### src/mcg_pkg.sv
// Package for the month calendar grid generator: request record passed from
// front to back, calendar tables and small helper functions. No dependencies.
package mcg_pkg;

    localparam int unsigned YEAR_W   = 14;
    localparam int unsigned MONTH_W  = 4;
    localparam int unsigned DAY_W    = 5;
    localparam int unsigned COL_W    = 3;
    localparam int unsigned CELL_W   = 6;
    localparam int unsigned QDEPTH   = 2;

    localparam logic [YEAR_W-1:0]  BASE_YEAR   = 14'd1582;
    localparam logic [COL_W-1:0]   LAST_COL    = 3'd6;
    localparam logic [MONTH_W-1:0] MONTH_FEB   = 4'd2;
    localparam logic [MONTH_W-1:0] MONTH_DEC   = 4'd12;
    // Reciprocal of 100 scaled by 2^19; exact for every 14-bit dividend.
    localparam logic [12:0]        RECIP_100   = 13'd5243;
    localparam int unsigned        RECIP_SHIFT = 19;
    // Day count offset: leap years up to 1581, day zero and the weekday of 1 Jan 1582.
    localparam logic [15:0]        DAY_OFFSET  = 16'd1959;

    typedef struct packed {
        logic [COL_W-1:0] lead;
        logic [DAY_W-1:0] ndays;
    } grid_req_t;

    // Days before the month in a common year, reduced modulo 7.
    function automatic logic [COL_W-1:0] month_shift(input logic [MONTH_W-1:0] m);
        logic [COL_W-1:0] r;
        case (m)
            4'd1:    r = 3'd0;
            4'd2:    r = 3'd3;
            4'd3:    r = 3'd3;
            4'd4:    r = 3'd6;
            4'd5:    r = 3'd1;
            4'd6:    r = 3'd4;
            4'd7:    r = 3'd6;
            4'd8:    r = 3'd2;
            4'd9:    r = 3'd5;
            4'd10:   r = 3'd0;
            4'd11:   r = 3'd3;
            4'd12:   r = 3'd5;
            default: r = 3'd0;
        endcase
        return r;
    endfunction

    function automatic logic [DAY_W-1:0] month_len(input logic [MONTH_W-1:0] m,
                                                   input logic leap);
        logic [DAY_W-1:0] r;
        case (m)
            4'd2:    r = leap ? 5'd29 : 5'd28;
            4'd4:    r = 5'd30;
            4'd6:    r = 5'd30;
            4'd9:    r = 5'd30;
            4'd11:   r = 5'd30;
            default: r = 5'd31;
        endcase
        return r;
    endfunction

    // Modulo 7 by summing octal digits, since 8 is 1 modulo 7.
    function automatic logic [COL_W-1:0] mod7(input logic [15:0] x);
        logic [5:0] s1;
        logic [3:0] s2;
        s1 = {3'd0, x[2:0]} + {3'd0, x[5:3]} + {3'd0, x[8:6]} + {3'd0, x[11:9]}
           + {3'd0, x[14:12]} + {5'd0, x[15]};
        s2 = {1'b0, s1[2:0]} + {1'b0, s1[5:3]};
        if (s2 >= 4'd7)
            s2 = s2 - 4'd7;
        return s2[COL_W-1:0];
    endfunction

endpackage

### src/month_calendar_grid_generator_top.sv
// Top level of the month calendar grid generator.
// Instantiates mcg_front, mcg_queue and mcg_back; uses mcg_pkg.
//
// Usage:
//   A request is one transfer on the s_axis channel carrying a year and a
//   month. The block answers with one m_axis transfer per grid cell: seven
//   cells a row, blank cells (day 0) before the 1st, the days of the month,
//   then blanks until the row is complete. The weekday of the 1st follows
//   the proleptic Gregorian calendar, Sunday being column 0. m_axis_tlast
//   marks the final cell of each grid; a grid has 28, 35 or 42 cells.
//   Requests with a month outside 1 to 12 or a year before 1582 are taken
//   and discarded without any output.
// Flow and throughput:
//   The front part takes a request through its states in order (accept,
//   reciprocal multiply by 1/100, day count, modulo-7 reduction and
//   hand-over to the queue) and takes no new request before the hand-over.
//   The back part emits one cell per cycle while the receiver accepts
//   cells, and pops a new request only once a grid is complete; the back
//   part sets the sustained rate. A two-entry queue lets the front take
//   further requests while a grid is still being emitted.
// Reset and stalls:
//   rst_n clears the state machines, the queue and the output valid flag.
//   When the receiver holds m_axis_tready low the current cell is held and
//   the back part waits; the queue then fills and s_axis_tready drops.
module month_calendar_grid_generator_top (
    input  logic        clk,
    input  logic        rst_n,
    input  logic        s_axis_tvalid,
    output logic        s_axis_tready,
    input  logic [23:0] s_axis_tdata,   // [13:0] year_value, [17:14] month_value, rest zero
    output logic        m_axis_tvalid,
    input  logic        m_axis_tready,
    output logic [15:0] m_axis_tdata,   // [4:0] cell_day, [7:5] cell_column, [8] row_end, rest zero
    output logic        m_axis_tlast    // grid_last
);
    import mcg_pkg::*;

    logic               push, pop, full, empty;
    grid_req_t          push_req, pop_req;
    logic [DAY_W-1:0]   cell_day;
    logic [COL_W-1:0]   cell_column;
    logic               row_end;

    mcg_front u_front (
        .clk         (clk),
        .rst_n       (rst_n),
        .in_valid    (s_axis_tvalid),
        .in_ready    (s_axis_tready),
        .year_value  (s_axis_tdata[13:0]),
        .month_value (s_axis_tdata[17:14]),
        .push        (push),
        .push_req    (push_req),
        .queue_full  (full)
    );

    mcg_queue u_queue (
        .clk      (clk),
        .rst_n    (rst_n),
        .push     (push),
        .push_req (push_req),
        .full     (full),
        .pop      (pop),
        .pop_req  (pop_req),
        .empty    (empty)
    );

    mcg_back u_back (
        .clk         (clk),
        .rst_n       (rst_n),
        .empty       (empty),
        .pop_req     (pop_req),
        .pop         (pop),
        .out_valid   (m_axis_tvalid),
        .out_ready   (m_axis_tready),
        .cell_day    (cell_day),
        .cell_column (cell_column),
        .row_end     (row_end),
        .grid_last   (m_axis_tlast)
    );

    assign m_axis_tdata = {7'd0, row_end, cell_column, cell_day};

endmodule

### src/mcg_front.sv
// Front part: accepts year/month requests, drops invalid ones and works out the
// weekday of the 1st and the month length in its state sequence. Uses mcg_pkg.
module mcg_front (
    input  logic                     clk,
    input  logic                     rst_n,
    input  logic                     in_valid,
    output logic                     in_ready,
    input  logic [mcg_pkg::YEAR_W-1:0]  year_value,
    input  logic [mcg_pkg::MONTH_W-1:0] month_value,
    output logic                     push,
    output mcg_pkg::grid_req_t       push_req,
    input  logic                     queue_full
);
    import mcg_pkg::*;

    typedef enum logic [1:0] {F_IDLE, F_MUL, F_SUM, F_PUSH} front_state_t;

    front_state_t         state_reg, state_next;
    logic [YEAR_W-1:0]    prev_year_reg, prev_year_next;   // year minus one
    logic [MONTH_W-1:0]   month_reg, month_next;
    logic [YEAR_W-1:0]    cent_reg, cent_next;             // (year-1) / 100
    logic [15:0]          count_reg, count_next;
    logic [DAY_W-1:0]     ndays_reg, ndays_next;

    logic                 in_ok;
    logic [26:0]          product;
    logic [YEAR_W-1:0]    cent_x100;
    logic [6:0]           rem100;
    logic                 leap;
    logic [15:0]          leaps;

    assign in_ready = (state_reg == F_IDLE);
    assign in_ok    = (month_value != '0) && (month_value <= MONTH_DEC)
                   && (year_value >= BASE_YEAR);

    assign product   = prev_year_reg * RECIP_100;
    assign cent_x100 = (cent_reg << 6) + (cent_reg << 5) + (cent_reg << 2);
    assign rem100    = 7'(prev_year_reg - cent_x100);
    // The year is a leap year when year-1 ends in ...3 (divisible by 4 next),
    // except at centuries, which count only when divisible by 400.
    assign leap = (rem100 == 7'd99) ? (cent_reg[1:0] == 2'b11)
                                    : (prev_year_reg[1:0] == 2'b11);
    assign leaps = {4'd0, prev_year_reg[YEAR_W-1:2]} - {2'd0, cent_reg}
                 + {4'd0, cent_reg[YEAR_W-1:2]};

    assign push           = (state_reg == F_PUSH) && !queue_full;
    assign push_req.lead  = mod7(count_reg);
    assign push_req.ndays = ndays_reg;

    always_comb
    begin
        state_next     = state_reg;
        prev_year_next = prev_year_reg;
        month_next     = month_reg;
        cent_next      = cent_reg;
        count_next     = count_reg;
        ndays_next     = ndays_reg;
        case (state_reg)
            F_IDLE:
            begin
                if (in_valid && in_ok)
                begin
                    prev_year_next = year_value - 14'd1;
                    month_next     = month_value;
                    state_next     = F_MUL;
                end
            end
            F_MUL:
            begin
                cent_next  = {6'd0, product[26:RECIP_SHIFT]};
                state_next = F_SUM;
            end
            F_SUM:
            begin
                count_next = {2'd0, prev_year_reg} + leaps
                           + {13'd0, month_shift(month_reg)}
                           + {15'd0, leap && (month_reg > MONTH_FEB)} - DAY_OFFSET;
                ndays_next = month_len(month_reg, leap);
                state_next = F_PUSH;
            end
            F_PUSH:
            begin
                if (!queue_full)
                    state_next = F_IDLE;
            end
            default: state_next = F_IDLE;
        endcase
    end

    always_ff @(posedge clk or negedge rst_n)
    begin
        if (!rst_n)
            state_reg <= F_IDLE;
        else
            state_reg <= state_next;
    end

    always_ff @(posedge clk)
    begin
        prev_year_reg <= prev_year_next;
        month_reg     <= month_next;
        cent_reg      <= cent_next;
        count_reg     <= count_next;
        ndays_reg     <= ndays_next;
    end

endmodule

### src/mcg_queue.sv
// Short queue of grid requests between front and back parts.
// Uses mcg_pkg for the request record and depth.
module mcg_queue (
    input  logic               clk,
    input  logic               rst_n,
    input  logic               push,
    input  mcg_pkg::grid_req_t push_req,
    output logic               full,
    input  logic               pop,
    output mcg_pkg::grid_req_t pop_req,
    output logic               empty
);
    import mcg_pkg::*;

    localparam int unsigned PTR_W = (QDEPTH > 1) ? $clog2(QDEPTH) : 1;
    localparam int unsigned CNT_W = $clog2(QDEPTH + 1);

    grid_req_t          mem [QDEPTH];
    logic [PTR_W-1:0]   wr_ptr_reg, rd_ptr_reg;
    logic [CNT_W-1:0]   count_reg;

    assign full    = (count_reg == CNT_W'(QDEPTH));
    assign empty   = (count_reg == '0);
    assign pop_req = mem[rd_ptr_reg];

    always_ff @(posedge clk)
    begin
        if (push)
            mem[wr_ptr_reg] <= push_req;
    end

    always_ff @(posedge clk or negedge rst_n)
    begin
        if (!rst_n)
        begin
            wr_ptr_reg <= '0;
            rd_ptr_reg <= '0;
            count_reg  <= '0;
        end
        else
        begin
            if (push)
                wr_ptr_reg <= (wr_ptr_reg == PTR_W'(QDEPTH - 1)) ? '0 : wr_ptr_reg + 1'b1;
            if (pop)
                rd_ptr_reg <= (rd_ptr_reg == PTR_W'(QDEPTH - 1)) ? '0 : rd_ptr_reg + 1'b1;
            if (push && !pop)
                count_reg <= count_reg + 1'b1;
            else if (pop && !push)
                count_reg <= count_reg - 1'b1;
        end
    end

endmodule

### src/mcg_back.sv
// Back part: walks one request's grid into an output register, a cell per
// cycle unless out_ready stalls. Uses mcg_pkg for the request record and widths.
module mcg_back (
    input  logic                      clk,
    input  logic                      rst_n,
    input  logic                      empty,
    input  mcg_pkg::grid_req_t        pop_req,
    output logic                      pop,
    output logic                      out_valid,
    input  logic                      out_ready,
    output logic [mcg_pkg::DAY_W-1:0] cell_day,
    output logic [mcg_pkg::COL_W-1:0] cell_column,
    output logic                      row_end,
    output logic                      grid_last
);
    import mcg_pkg::*;

    logic                active_reg;
    logic [CELL_W-1:0]   cell_reg;
    logic [COL_W-1:0]    col_reg;
    logic [COL_W-1:0]    lead_reg;
    logic [CELL_W-1:0]   span_reg;       // lead blanks plus days
    logic                out_valid_reg;
    logic [DAY_W-1:0]    day_out_reg;
    logic [COL_W-1:0]    col_out_reg;
    logic                last_out_reg;

    logic                fire;
    logic                is_last;
    logic [CELL_W-1:0]   day_calc;
    logic [DAY_W-1:0]    day_now;

    assign pop      = !active_reg && !empty;
    assign fire     = active_reg && (!out_valid_reg || out_ready);
    assign is_last  = (col_reg == LAST_COL) && ((cell_reg + 1'b1) >= span_reg);
    assign day_calc = cell_reg - {3'd0, lead_reg} + 1'b1;
    assign day_now  = ((cell_reg >= {3'd0, lead_reg}) && (cell_reg < span_reg))
                    ? day_calc[DAY_W-1:0] : '0;

    assign out_valid   = out_valid_reg;
    assign cell_day    = day_out_reg;
    assign cell_column = col_out_reg;
    assign row_end     = (col_out_reg == LAST_COL);
    assign grid_last   = last_out_reg;

    always_ff @(posedge clk or negedge rst_n)
    begin
        if (!rst_n)
        begin
            active_reg    <= 1'b0;
            out_valid_reg <= 1'b0;
            cell_reg      <= '0;
            col_reg       <= '0;
        end
        else
        begin
            if (pop)
            begin
                active_reg <= 1'b1;
                cell_reg   <= '0;
                col_reg    <= '0;
            end
            else if (fire)
            begin
                active_reg <= !is_last;
                cell_reg   <= cell_reg + 1'b1;
                col_reg    <= (col_reg == LAST_COL) ? '0 : col_reg + 1'b1;
            end
            if (fire)
                out_valid_reg <= 1'b1;
            else if (out_ready)
                out_valid_reg <= 1'b0;
        end
    end

    always_ff @(posedge clk)
    begin
        if (pop)
        begin
            lead_reg <= pop_req.lead;
            span_reg <= {3'd0, pop_req.lead} + {1'b0, pop_req.ndays};
        end
        if (fire)
        begin
            day_out_reg  <= day_now;
            col_out_reg  <= col_reg;
            last_out_reg <= is_last;
        end
    end

endmodule

### config.mk
export PLATFORM = sky130hd
export DESIGN_NAME = month_calendar_grid_generator_top
export DESIGN_NICKNAME = d
export VERILOG_FILES = /design/src/mcg_pkg.sv /design/src/month_calendar_grid_generator_top.sv /design/src/mcg_front.sv /design/src/mcg_queue.sv /design/src/mcg_back.sv
export SDC_FILE = /design/constraint.sdc
export NUM_CORES = 1
export LEC_CHECK = 0
export BUFFER_PORTS_ARGS = -buffer_cell sky130_fd_sc_hd__buf_2
export CORE_MARGIN = 2
export CORE_UTILIZATION = 58
export DETAILED_ROUTE_END_ITERATION = 6
export GPL_ROUTABILITY_DRIVEN = 0
export PLACE_DENSITY = 0.84
export SKIP_LAST_GASP = 1
export SLEW_MARGIN = 20
export SYNTH_ARGS = -nofsm -noshare
export SYNTH_HDL_FRONTEND = slang
export SYNTH_SLANG_ARGS = --single-unit
### constraint.sdc
create_clock -name clk -period 4.9 [get_ports clk]
set_clock_uncertainty 0.1 [all_clocks]
set_input_delay 0 -clock clk [delete_from_list [all_inputs] [get_ports clk]]
set_output_delay 0 -clock clk [all_outputs]
set_load 0.1 [all_outputs]
### Word level (Yosys, flattened, before mapping)

Memory sizes are Yosys's and may differ from the RTL's. A register that Yosys moved wholly into a read port is not among the register bits.
Index checks and enable logic that the tools add are counted.

| word-level totals | value |
|---|---|
| memories | 2 |
| RAM bits | 16 |
| bits in read-only memories | 48 |
| bits in registers | 82 |

| cells by class | value |
|---|---|
| $mul | 1 |
| reductions and logical operators | 28 |
| muxes and demuxes | 24 |
| add/subtract/negate cells | 26 |
| order comparisons | 7 |
| eq/ne operators | 16 |

Memory list:

| name | words | width | read ports | clocked after memory_dff | write ports | RTL line | RTL |
|---|---|---|---|---|---|---|---|
| (name not given) | 16 | 3 | 1 | 1 | 0 | mcg_pkg.sv:30 | `case (m)` |
| u_queue.mem | 2 | 8 | 1 | 0 | 1 | mcg_queue.sv:18 | `grid_req_t mem [QDEPTH];` |

Operator list:

| operator | count |
|---|---|
| multiplier 14 x 13 -> 27 bit (second input constant) | 1 |
| adder 6 x 3 -> 6 bit | 3 |
| adder 14 x 16 -> 16 bit | 1 |
| adder 16 x 1 -> 16 bit | 1 |
| adder 16 x 3 -> 16 bit | 1 |
| adder 16 x 6 -> 16 bit | 1 |
| subtractor 16 x 11 -> 16 bit (second input constant) | 1 |
| two-way mux 3 bit | 5 |
| adder 7 bit | 2 |
| greater-or-equal comparator 14 x 11 -> 1 bit (second input constant) | 1 |
| subtractor 14 x 1 -> 14 bit (second input constant) | 1 |
| subtractor 12 x 8 -> 13 bit | 1 |
| two-way mux 6 bit | 2 |
| logical AND 1 bit | 11 |
| == test 2 bit (second input constant) | 5 |
| two-way mux 1 bit | 10 |
| one-hot mux 5 bit (2 select lines) | 1 |
| adder 3 x 3 -> 4 bit | 2 |
| == test 4 x 3 -> 1 bit (second input constant) | 2 |
| == test 4 bit (second input constant) | 2 |
| two-way mux 2 bit | 4 |
| one-hot mux 2 bit (4 select lines) | 1 |
| == test 7 bit (second input constant) | 1 |
| zero test 1 bit | 7 |
| other kinds (29) | 35 |

### Depth between registers and ports, before layout

Gate-level depths: netlist of run 1.

| depth | value |
|---|---|
| depth in word-level cells | 8 |
| gate-level depth with buffers | 23 |

### By module

A second synthesis of run 1 with hierarchy kept.

| second synthesis, totals | value |
|---|---|
| cell total of the unflattened synthesis | 988 |
| area total of the unflattened synthesis | 10276.1 sq um |

Modules (own cells, without submodules):

| module | area each (sq um) | seq. area each (sq um) | times used | cells each |
|---|---|---|---|---|
| mcg_front | 7707.4 | 1431.4 | 1 | 782 |
| mcg_back | 1734.2 | 815.8 | 1 | 156 |
| mcg_queue | 770.7 | 580.6 | 1 | 41 |
| month_calendar_grid_generator_top | 63.8 | 0.0 | 1 | 9 |

### Worst setup path after synthesis of run 1

Ideal clock, no wire load.

| timing path | value |
|---|---|
| path type | register -> register |
| start | reg u_front.prev_year_reg[2] |
| end | reg u_front.count_reg[14] (data pin) |
| library setup time | 0.260 ns |
| arrival time | 4.876 ns |
| cell stages (with the launch flop) | 23 |
| slack | -0.336 ns |
| period minus slack after synthesis | 5.236 ns |
| data required time | 4.540 ns |
| path through | edfxtp_1 inv_1 ha_1 inv_1 fa_1 inv_1 nand4_1 or3_1 o21ai_0 nand2_1 ha_1 fa_1 inv_1 ha_1 fa_1 a21o_1 a21oi_1 o21ai_1 a311oi_1 o21ai_1 a31o_2 a21oi_1 xnor2_1 |

| on the way | value |
|---|---|
| longest elaborated chain between the ends | 6 |
| elaborated cells between the ends (all ways) | 10 |
| classes of those cells | add/sub (7); eq/ne (1); mux (1); reduce/logical (1) |

RTL lines:

| element | RTL line | RTL |
|---|---|---|
| start, declared | mcg_front.sv:19 | `logic [YEAR_W-1:0] prev_year_reg, prev_year_next;` |
| start signal, assigned | mcg_front.sv:100 | `prev_year_reg <= prev_year_next;` |
| subtractor 12 x 8 -> 13 bit / subtractor 7 bit (equally long branches) | mcg_front.sv:43, mcg_front.sv:38 |  |
| adder 16 x 6 -> 16 bit / == test 7 bit (equally long branches) | mcg_front.sv:44, mcg_front.sv:41 |  |
| adder 14 x 16 -> 16 bit / two-way mux 1 bit (equally long branches) | mcg_front.sv:75, mcg_front.sv:41 |  |
| adder 16 x 3 -> 16 bit / logical AND 1 bit (equally long branches) | mcg_front.sv:76, mcg_front.sv:77 |  |
| adder 16 x 1 -> 16 bit * | mcg_front.sv:77 | `+ {15'd0, leap && (month_reg > MONTH_FEB)} - DAY_OFFSET;` |
| subtractor 16 x 11 -> 16 bit * | mcg_front.sv:77 |  |
| end signal, assigned | mcg_front.sv:103 | `count_reg <= count_next;` |
| end, declared | mcg_front.sv:22 | `logic [15:0] count_reg, count_next;` |

Mark *: on every way between the ends. The rest lies on a longest branch, timed or not.
A chain may end at the register's enable or synchronous reset.

### Worst setup path in the final report of run 1

| timing path | value |
|---|---|
| start | reg u_front.cent_reg[0] |
| end | reg u_front.count_reg[14] (data pin) |

| on the way | value |
|---|---|
| longest elaborated chain between the ends | 8 |
| elaborated cells between the ends (all ways) | 13 |
| classes of those cells | add/sub (9); eq/ne (2); mux (1); reduce/logical (1) |

RTL lines:

| element | RTL line | RTL |
|---|---|---|
| start, declared | mcg_front.sv:21 | `logic [YEAR_W-1:0] cent_reg, cent_next;` |
| start signal, assigned | mcg_front.sv:102 | `cent_reg <= cent_next;` |
| branches (longest 6 deep; another with adder 16 x 6 -> 16 bit) | -- |  |
| adder 16 x 1 -> 16 bit * | mcg_front.sv:77 |  |
| subtractor 16 x 11 -> 16 bit * | mcg_front.sv:77 |  |

Mark *: on every way between the ends.

==> run_results.csv, run 1 <==
group,metric,value,unit
synth,yosys.area_share.simple,7.27,%
drt,drtIter0Drc,617,
timing,clock.fmax,189,MHz
synth,synth_edf_count,72,
floorplan,initial_utilization,59.0,%
timing,post-route-min-period,5.30,ns
timing,holdWs,-0.0167,ns
hold_path,hold_path_class,"input pin to asynchronous set/reset pin",
synth,yosys_most_used_dff,"edfxtp_1",
floorplan,placementRows,47,
drt,wl_per_cell,18.1,um
run_status,status,"complete, but fails checks",
cells_and_area,area_growth,20.2,%
floorplan,die_area,17900,um^2
global_route,grt_start_max_net_pins,29,
clock_network,insertion_delay,0.36,ns
cells_and_area,largest_register_ffs,16,
timing,rsz0062_at_grt,"true",
timing,worstMarginPinSlew,0.832,ns
synth,ys_seq_area_share,27.1,%
critical_path,crit_arrival,5.30,ns
clock_network,cts_num_sinks,92,
run_status,failed_checks,"negative hold slack, negative setup slack",
drt,via_per_inst,5.62,
synth,yosys.area.top_type,"ha_1",
global_route,grt_pass1_vias,7733,
timing,slew_violations,0,
drt,drc,0,
timing,max_slew_margin,44.1,%
floorplan,dieWidth,134,um
synth,synth-compound-area-share,8.17,%
floorplan,coreArea,16500,um^2
cells_and_area,final_common_cell,"inv_1",
global_route,grt_pass1_wl,37100,um
synth,synth-seq-cells,92,
run,max_cap_viol_count,0,
cells_and_area,design_area,11700,um^2
timing,min_period_over_period,108,%
synth,synthTopCellsByArea,"ha_1, edfxtp_1, fa_1",
timing,setup_viol,13,
cells_and_area,n_antenna_cell,0,
critical_path,start_kind,"flop",
drt,routed_wl,23600,um
floorplan,fp.dieH,134,um
clock_network,cts_tree,"done",
placed_design,placed_cell_area,10700,um^2
synth,yosys.area.top_type_share,24.5,%
critical_path,rr_worst_depth,22,
clock_network,htreeDepth,3,
synth,synth_xor_xnor_area_share,5.75,%
cells_and_area,drive_gt1_share,19.3,%
clock_network,root_buffer,"clkbuf_16",
drt,vias,7363,
clock_network,clock_path_buffers,2,
timing,setup_ws,-0.396,ns
critical_path,worstPathRequired,4.90,ns
timing,hold_violations,16,
global_route,grt_usage,26.5,%
synth,async_flop_share,18.5,%
placed_design,hpwl,16300,um
synth,synth_area,9750,um^2
floorplan,io_pins,47,
drt,ant_nets,0,
global_route,grt_overflow_total,0,
clock_network,cts_buffers,9,
synth,yosysUniqueCellTypes,56,
cells_and_area,mostFrequentLayoutCells,"inv_1, ha_1, buf_4, fa_1, edfxtp_1",
synth,syn_avg_cell_area,10.5,um^2
synth,ys.warnings.count,0,
placed_design,io_buffers,33,
synth,synthAdderAreaFrac,41.7,%
global_route,antenna_found_initial,0,
clock_network,clk_pin_slew,0.08,ns
critical_path,crit_type,"flop to flop",
synth,synth_top_family_by_area,"adder cells",
synth,synthMuxAreaShare,1.06,%
critical_path,crit_path_max_fanout,3,
synth,synthCells,926,
cells_and_area,num-nets-final,1387,
drt,firstDrtPassIters,5,
critical_path,worstSetupEndpointType,"flop",
==> kinds of logic (layout without fill, tap and decap cells) <==
| family | count (synthesis) | count (layout) |
|---|---|---|
| fa+ha+maj | 275 | 275 |
| other cells | 1 | 7 |
| mux | 10 | 10 |
| compound gates | 120 | 120 |
| flops | 92 | 92 |
| simple gates | 143 | 143 |
| buf+inv | 221 | 378 |
| xor+xnor | 64 | 64 |
==> layer usage <==
metal  vias to the layer above  GRT usage, %  part of all wire [%]
met5                         -             0                     0
met3                        86          3.01                   4.8
met2                       292          47.7                    51
li1                       3381             -                     -
met1                      3604          31.7                    39
met4                         0          12.9                   5.4
==> critical path: stages, from the launching register on <==
cell and delay, ns:
edfxtp_1 0.41, buf_4 0.17, ha_1 0.22, inv_1 0.09
fa_1 0.43, inv_2 0.09, nand4_1 0.15, or3_4 0.42
o21ai_2 0.21, nand2_2 0.09, ha_4 0.22, fa_1 0.50
inv_2 0.05, ha_4 0.16, fa_2 0.34, a21o_1 0.19
a21oi_2 0.18, o21ai_2 0.11, a311oi_2 0.31, o21ai_1 0.14
a31o_2 0.26, a21oi_2 0.13, xnor2_1 0.08
==> area by class of cell <==
class	instances	area, um^2
multi-input combinational	619	6570
fill	1023	4800
sequential	92	2650
timing repair buffer	152	1140
inverter	210	788
tap	220	275
clock buffer	9	225
clock inverter	7	73.8
==> path summary, 6_finish.rpt <==
path / end / slack [ns] / startpoint
max in group asynchronous: u_queue.rd_ptr_reg / 4.41 / rst_n
min in group clk: u_front.prev_year_reg[1] / 0.03 / s_axis_tdata[1]
worst max-delay path: u_front.count_reg[14] / -0.40 / u_front.cent_reg[0]
worst max register to register: u_front.count_reg[14] / -0.40 / u_front.cent_reg[0]
worst min register to register: u_queue.mem[1][1] / 0.35 / u_front.ndays_reg[1]
worst min-delay path: u_back.cell_reg[4] / -0.02 / rst_n
==> what timing repair did <==
action,4_1_cts,5_1_grt
pin swaps,28,25
buffers inserted,20,7
setup endpoints to repair,10,18
hold buffers,23,0
hold endpoints to repair,37,0
gates resized for setup,34,23
==> cell usage after synthesis (4+ instances only) <==
master,n
o21ai_0,23
inv_1,209
and3_1,4
a22o_1,4
fa_1,84
a21o_1,14
a31oi_1,4
edfxtp_1,72
nor2_1,43
xor2_1,24
nand4_1,5
xnor2_1,40
or4_1,6
mux2i_1,7
ha_1,191
buf_4,8
a21oi_1,32
nand2b_1,12
nand2_1,25
nor2b_1,10
dfrtp_1,17
o21a_1,6
or3_1,4
nor3_1,11
nand3_1,14
o211ai_1,6
==> stage by stage <==
stage / util (%) / cells / TNS, ns / hold WS [ns] / setup WS, ns
3_5_place_dp: 64.8 / 1243 / -1.34 / -0.147 / -0.271
5_1_grt: 70.9 / 1309 / -4.56 / 0.0358 / -0.548
6_report: 70.9 / 1309 / -2.71 / -0.0167 / -0.396
3_3_place_gp: 64.8 / 1243 / -0.653 / -0.155 / -0.186
2_1_floorplan: - / 932 / -0.0681 / -0.396 / -0.0368
4_1_cts: 70.1 / 1302 / -0.511 / 0.0164 / -0.171
Power of run 1 is left out: the tool's default activity adds up to more than one toggle a clock period on the data nets, which glitch-free logic cannot reach.
==> run 2, diff against run 1 <==
--- a/config.mk
+++ b/config.mk
@@ -11,7 +11,6 @@
 export DETAILED_ROUTE_END_ITERATION = 6
 export GPL_ROUTABILITY_DRIVEN = 0
 export PLACE_DENSITY = 0.84
-export SKIP_LAST_GASP = 1
 export SLEW_MARGIN = 20
 export SYNTH_ARGS = -nofsm -noshare
 export SYNTH_HDL_FRONTEND = slang
==> run_results.csv, run 2 (synthesis results as in run 1) <==
group,metric,value,unit
cells_and_area,mostFrequentLayoutCells,"inv_1, ha_1, buf_4, fa_1, edfxtp_1",
drt,drtIter0Drc,610,
global_route,grt_usage,26.9,%
cells_and_area,final_common_cell,"inv_1",
critical_path,worstPathRequired,4.90,ns
cells_and_area,n_antenna_cell,0,
clock_network,cts_buffers,9,
floorplan,die_area,17900,um^2
cells_and_area,drive_gt1_share,19.6,%
floorplan,io_pins,47,
global_route,grt_overflow_total,0,
critical_path,reg2reg_slack,-0.41,ns
clock_network,clk_pin_slew,0.08,ns
drt,firstDrtPassIters,6,
timing,clock.fmax,188,MHz
floorplan,fp.dieH,134,um
run_status,failed_checks,"negative hold slack, negative setup slack",
timing,holdWs,-0.0147,ns
critical_path,crit_arrival,5.31,ns
clock_network,root_buffer,"clkbuf_16",
floorplan,coreArea,16500,um^2
drt,drc,0,
timing,setup_ws,-0.407,ns
drt,routed_wl,23700,um
critical_path,worstSetupEndpointType,"flop",
timing,max_slew_margin,32.4,%
global_route,antenna_found_initial,0,
placed_design,io_buffers,33,
timing,worstMarginPinSlew,1.01,ns
placed_design,dp_cells,1243,
clock_network,cts_num_sinks,92,
run_status,status,"complete, but fails checks",
floorplan,initial_utilization,59.0,%
critical_path,crit_type,"flop to flop",
critical_path,crit_path_max_fanout,2,
drt,via_per_inst,5.59,
clock_network,insertion_delay,0.36,ns
global_route,grt_pass1_vias,7788,
drt,vias,7315,
clock_network,htreeDepth,3,
cells_and_area,area_growth,20.5,%
cells_and_area,num-nets-final,1387,
placed_design,dp_worst_setup_slack,-0.271,ns
global_route,grt_pass1_wl,37600,um
floorplan,dieWidth,134,um
drt,wl_per_cell,18.1,um
clock_network,cts_tree,"done",
timing,post-route-min-period,5.31,ns
clock_network,clock_path_buffers,2,
floorplan,placementRows,47,
run,max_cap_viol_count,0,
drt,ant_nets,0,
timing,slew_violations,0,
timing,hold_violations,13,
timing,rsz0062_at_grt,"true",
placed_design,hpwl,16300,um
cells_and_area,nFillCells,1022,
hold_path,hold_path_class,"input pin to asynchronous set/reset pin",
cells_and_area,fin_cells,1309,
global_route,grt_start_max_net_pins,29,
timing,min_period_over_period,108,%
timing,setup_viol,13,
critical_path,start_kind,"flop",
cells_and_area,largest_register_ffs,16,
==> run 2: final timing paths <==
kind | from | end | cells after the start
setup / recovery | u_front.cent_reg[0] | u_front.count_reg[14] | 22
hold / removal | rst_n | u_back.cell_reg[4] | 2
setup reg to reg | u_front.cent_reg[0] | u_front.count_reg[14] | 22
hold reg to reg | u_front.ndays_reg[1] | u_queue.mem[0][1] | 0
max in group asynchronous | rst_n | u_queue.rd_ptr_reg | 2
min in group clk | s_axis_tdata[1] | u_front.prev_year_reg[1] | 4
==> run 2: metrics by stage <==
step | setup TNS, ns | area, um^2 | hold slack, ns | utilization, %
4_1_cts | -0.442 | 11600 | 0.0164 | 70.2
5_1_grt | -4.71 | 11800 | 0.0361 | 71.1
2_1_floorplan | -0.0681 | 9810 | -0.396 | -
3_5_place_dp | -1.34 | 10700 | -0.147 | 64.8
3_3_place_gp | -0.653 | 10700 | -0.155 | 64.8
6_report | -2.60 | 11800 | -0.0147 | 71.1
==> run 2: cell type report <==
type	count	area [um^2]	share of cell area [%]
clock inverter	7	73.8	0.628
multi-input combinational	619	6600	56.2
timing repair buffer	152	1140	9.69
inverter	210	788	6.71
clock buffer	9	225	1.92
sequential	92	2650	22.5
tap	220	275	2.34
==> run 2: timing repair <==
action / CTS / global route
hold endpoints to repair: 37 / 0
setup buffers: 20 / 10
pin swaps: 29 / 36
setup endpoints to repair: 10 / 18
hold buffers: 23 / 0
resized for setup: 37 / 23
==> run 2: metal layers <==
metal,GRT usage (%),routed length [um],up-vias
met2,47.8,11900,281
met3,4.03,1210,93
li1,-,-,3384
met4,15.4,1450,0
met1,31.1,9140,3557
met5,0,0,-
==> run 2: worst max-delay path: stages, from the launching register on <==
cell	delay, ns
edfxtp_1	0.42
ha_1	0.31
ha_1	0.28
inv_1	0.05
ha_2	0.20
xnor2_2	0.16
xnor2_1	0.16
or3_4	0.37
o21ai_2	0.18
nand2_2	0.09
ha_4	0.23
fa_1	0.54
inv_2	0.06
ha_4	0.16
fa_2	0.36
a21o_1	0.17
a21oi_2	0.18
o21ai_2	0.11
a311oi_2	0.33
o21ai_1	0.14
a31o_2	0.25
a21oi_2	0.12
xnor2_1	0.07
Power of run 2 is left out for the same reason.
==> run 3, diff against run 2 <==
--- a/config.mk
+++ b/config.mk
@@ -10,6 +10,7 @@
 export CORE_UTILIZATION = 58
 export DETAILED_ROUTE_END_ITERATION = 6
 export GPL_ROUTABILITY_DRIVEN = 0
+export HOLD_SLACK_MARGIN = 0.05
 export PLACE_DENSITY = 0.84
 export SLEW_MARGIN = 20
 export SYNTH_ARGS = -nofsm -noshare
==> run_results.csv, run 3 (synthesis results as in run 1) <==
group,metric,value,unit
run_status,status,"complete, but fails checks",
run_status,failed_checks,"negative setup slack",
timing,clock.fmax,189,MHz
critical_path,worstSetupEndpointType,"flop",
cells_and_area,num-nets-final,1391,
hold_path,holdPathStages,7,
clock_network,clk_pin_slew,0.08,ns
floorplan,coreArea,16500,um^2
drt,via_per_inst,5.62,
cells_and_area,final_common_cell,"inv_1",
critical_path,reg2reg_to,"u_front.count_reg[14]",
cells_and_area,fin_cells,1313,
clock_network,clock_path_buffers,2,
drt,routed_wl,24100,um
drt,wl_per_cell,18.3,um
cells_and_area,final_util,71.5,%
floorplan,initial_utilization,59.0,%
placed_design,io_buffers,33,
timing,rsz0062_at_grt,"true",
clock_network,cts_buffers,9,
hold_path,whs_endpoint,"u_front.state_reg[1]",
critical_path,crit_type,"flop to flop",
critical_path,r2r-start,"u_front.cent_reg[3]",
timing,worstMarginPinSlew,0.828,ns
drt,drtIter0Drc,505,
floorplan,placementRows,47,
cells_and_area,n_antenna_cell,0,
timing,min_period_over_period,108,%
critical_path,start_kind,"flop",
drt,firstDrtPassIters,5,
timing,max_slew_margin,44.8,%
global_route,grt_overflow_total,0,
drt,vias,7384,
critical_path,reg2reg_slack,-0.39,ns
critical_path,crit_arrival,5.29,ns
critical_path,crit_start,"u_front.cent_reg[3]",
clock_network,insertion_delay,0.36,ns
hold_path,min-delay-start,"s_axis_tvalid",
global_route,antenna_found_initial,0,
floorplan,die_area,17900,um^2
timing,setup_ws,-0.392,ns
cells_and_area,largest_register_ffs,16,
drt,ant_nets,0,
clock_network,cts_tree,"done",
placed_design,hpwl,16300,um
timing,tns,-2.55,ns
timing,slew_violations,0,
drt,drc,0,
cells_and_area,mostFrequentLayoutCells,"inv_1, ha_1, buf_4, fa_1, edfxtp_1",
clock_network,htreeDepth,3,
timing,setup_viol,11,
run,max_cap_viol_count,0,
critical_path,crit_path_max_fanout,2,
critical_path,rr_worst_depth,22,
cells_and_area,drive_gt1_share,19.8,%
timing,post-route-min-period,5.29,ns
cells_and_area,area_growth,21.1,%
clock_network,cts_num_sinks,92,
clock_network,root_buffer,"clkbuf_16",
global_route,grt_start_max_net_pins,29,
global_route,grt_pass1_vias,7912,
floorplan,fp.dieH,134,um
floorplan,io_pins,47,
global_route,grt_pass1_wl,38000,um
floorplan,dieWidth,134,um
critical_path,worstPathRequired,4.90,ns
placed_design,dp_cells,1243,
hold_path,hold_path_class,"input pin to flop",
global_route,grt_usage,27.2,%
timing,hold_violations,0,
run 3: cell count changes in the layout (fill, tap and decap cells not counted), sizes merged:
cell and delta:
dlygate4sd3 +4
run 3: final cells by class:
cell class / instances / area (um^2)
well taps: 220 / 275
multi-input cells: 619 / 6620
repair buffers: 156 / 1180
inverters: 210 / 788
flip-flops and latches: 92 / 2650
clock buffers: 9 / 225
fillers: 995 / 4720
clock inverters: 7 / 73.8
run 3: repair_timing:
item / 4_1_cts / 5_1_grt
hold buffers: 27 / 0
gates cloned: 0 / 0
endpoints found under the setup margin: 10 / 19
setup buffers: 20 / 11
hold endpoints to repair: 38 / 0
pin swaps: 29 / 25
resized for setup: 37 / 29
run 3: worst max-delay path, stage by stage (launching register included):
cell and delay, ns:
edfxtp_1 0.43, ha_1 0.31, ha_1 0.28, inv_1 0.05, ha_2 0.20, xnor2_2 0.15
xnor2_1 0.13, or3_4 0.37, o21ai_4 0.20, nand2_2 0.10, ha_4 0.25, fa_1 0.53
inv_2 0.05, ha_4 0.16, fa_2 0.36, a21o_1 0.17, a21oi_2 0.18, o21ai_2 0.10
a311oi_2 0.33, o21ai_1 0.14, a31o_2 0.25, a21oi_2 0.12, xnor2_1 0.07
run 3: how the worst max path moves through the flow:
stage | endpoint | slack, ns
2_1_floorplan | u_front.cent_reg[7] | -0.04
5_1_grt | u_front.count_reg[14] | -0.54
4_1_cts | u_front.cent_reg[7] | -0.17
3_3_place_gp | u_front.cent_reg[7] | -0.19
6_report | u_front.count_reg[14] | -0.39
3_5_place_dp | u_front.cent_reg[7] | -0.27
run 3: metrics by stage:
stage / hold WS [ns] / setup slack (ns) / area [um^2]
finish: 0.286 / -0.392 / 11800
global route: 0.342 / -0.544 / 11800
CTS: 0.155 / -0.170 / 11600
detailed placement: -0.147 / -0.271 / 10700
global placement: -0.155 / -0.186 / 10700
floorplan: -0.396 / -0.0368 / 9810
run 3: layer usage:
metal	vias to the layer above	GRT usage, %	part of all wire (%)
met1	3627	31.3	38
met5	-	0	0
li1	3381	-	-
met3	104	4.26	4.6
met2	272	48.4	51
met4	0	15.4	6.0
Power of run 3 is left out for the same reason.
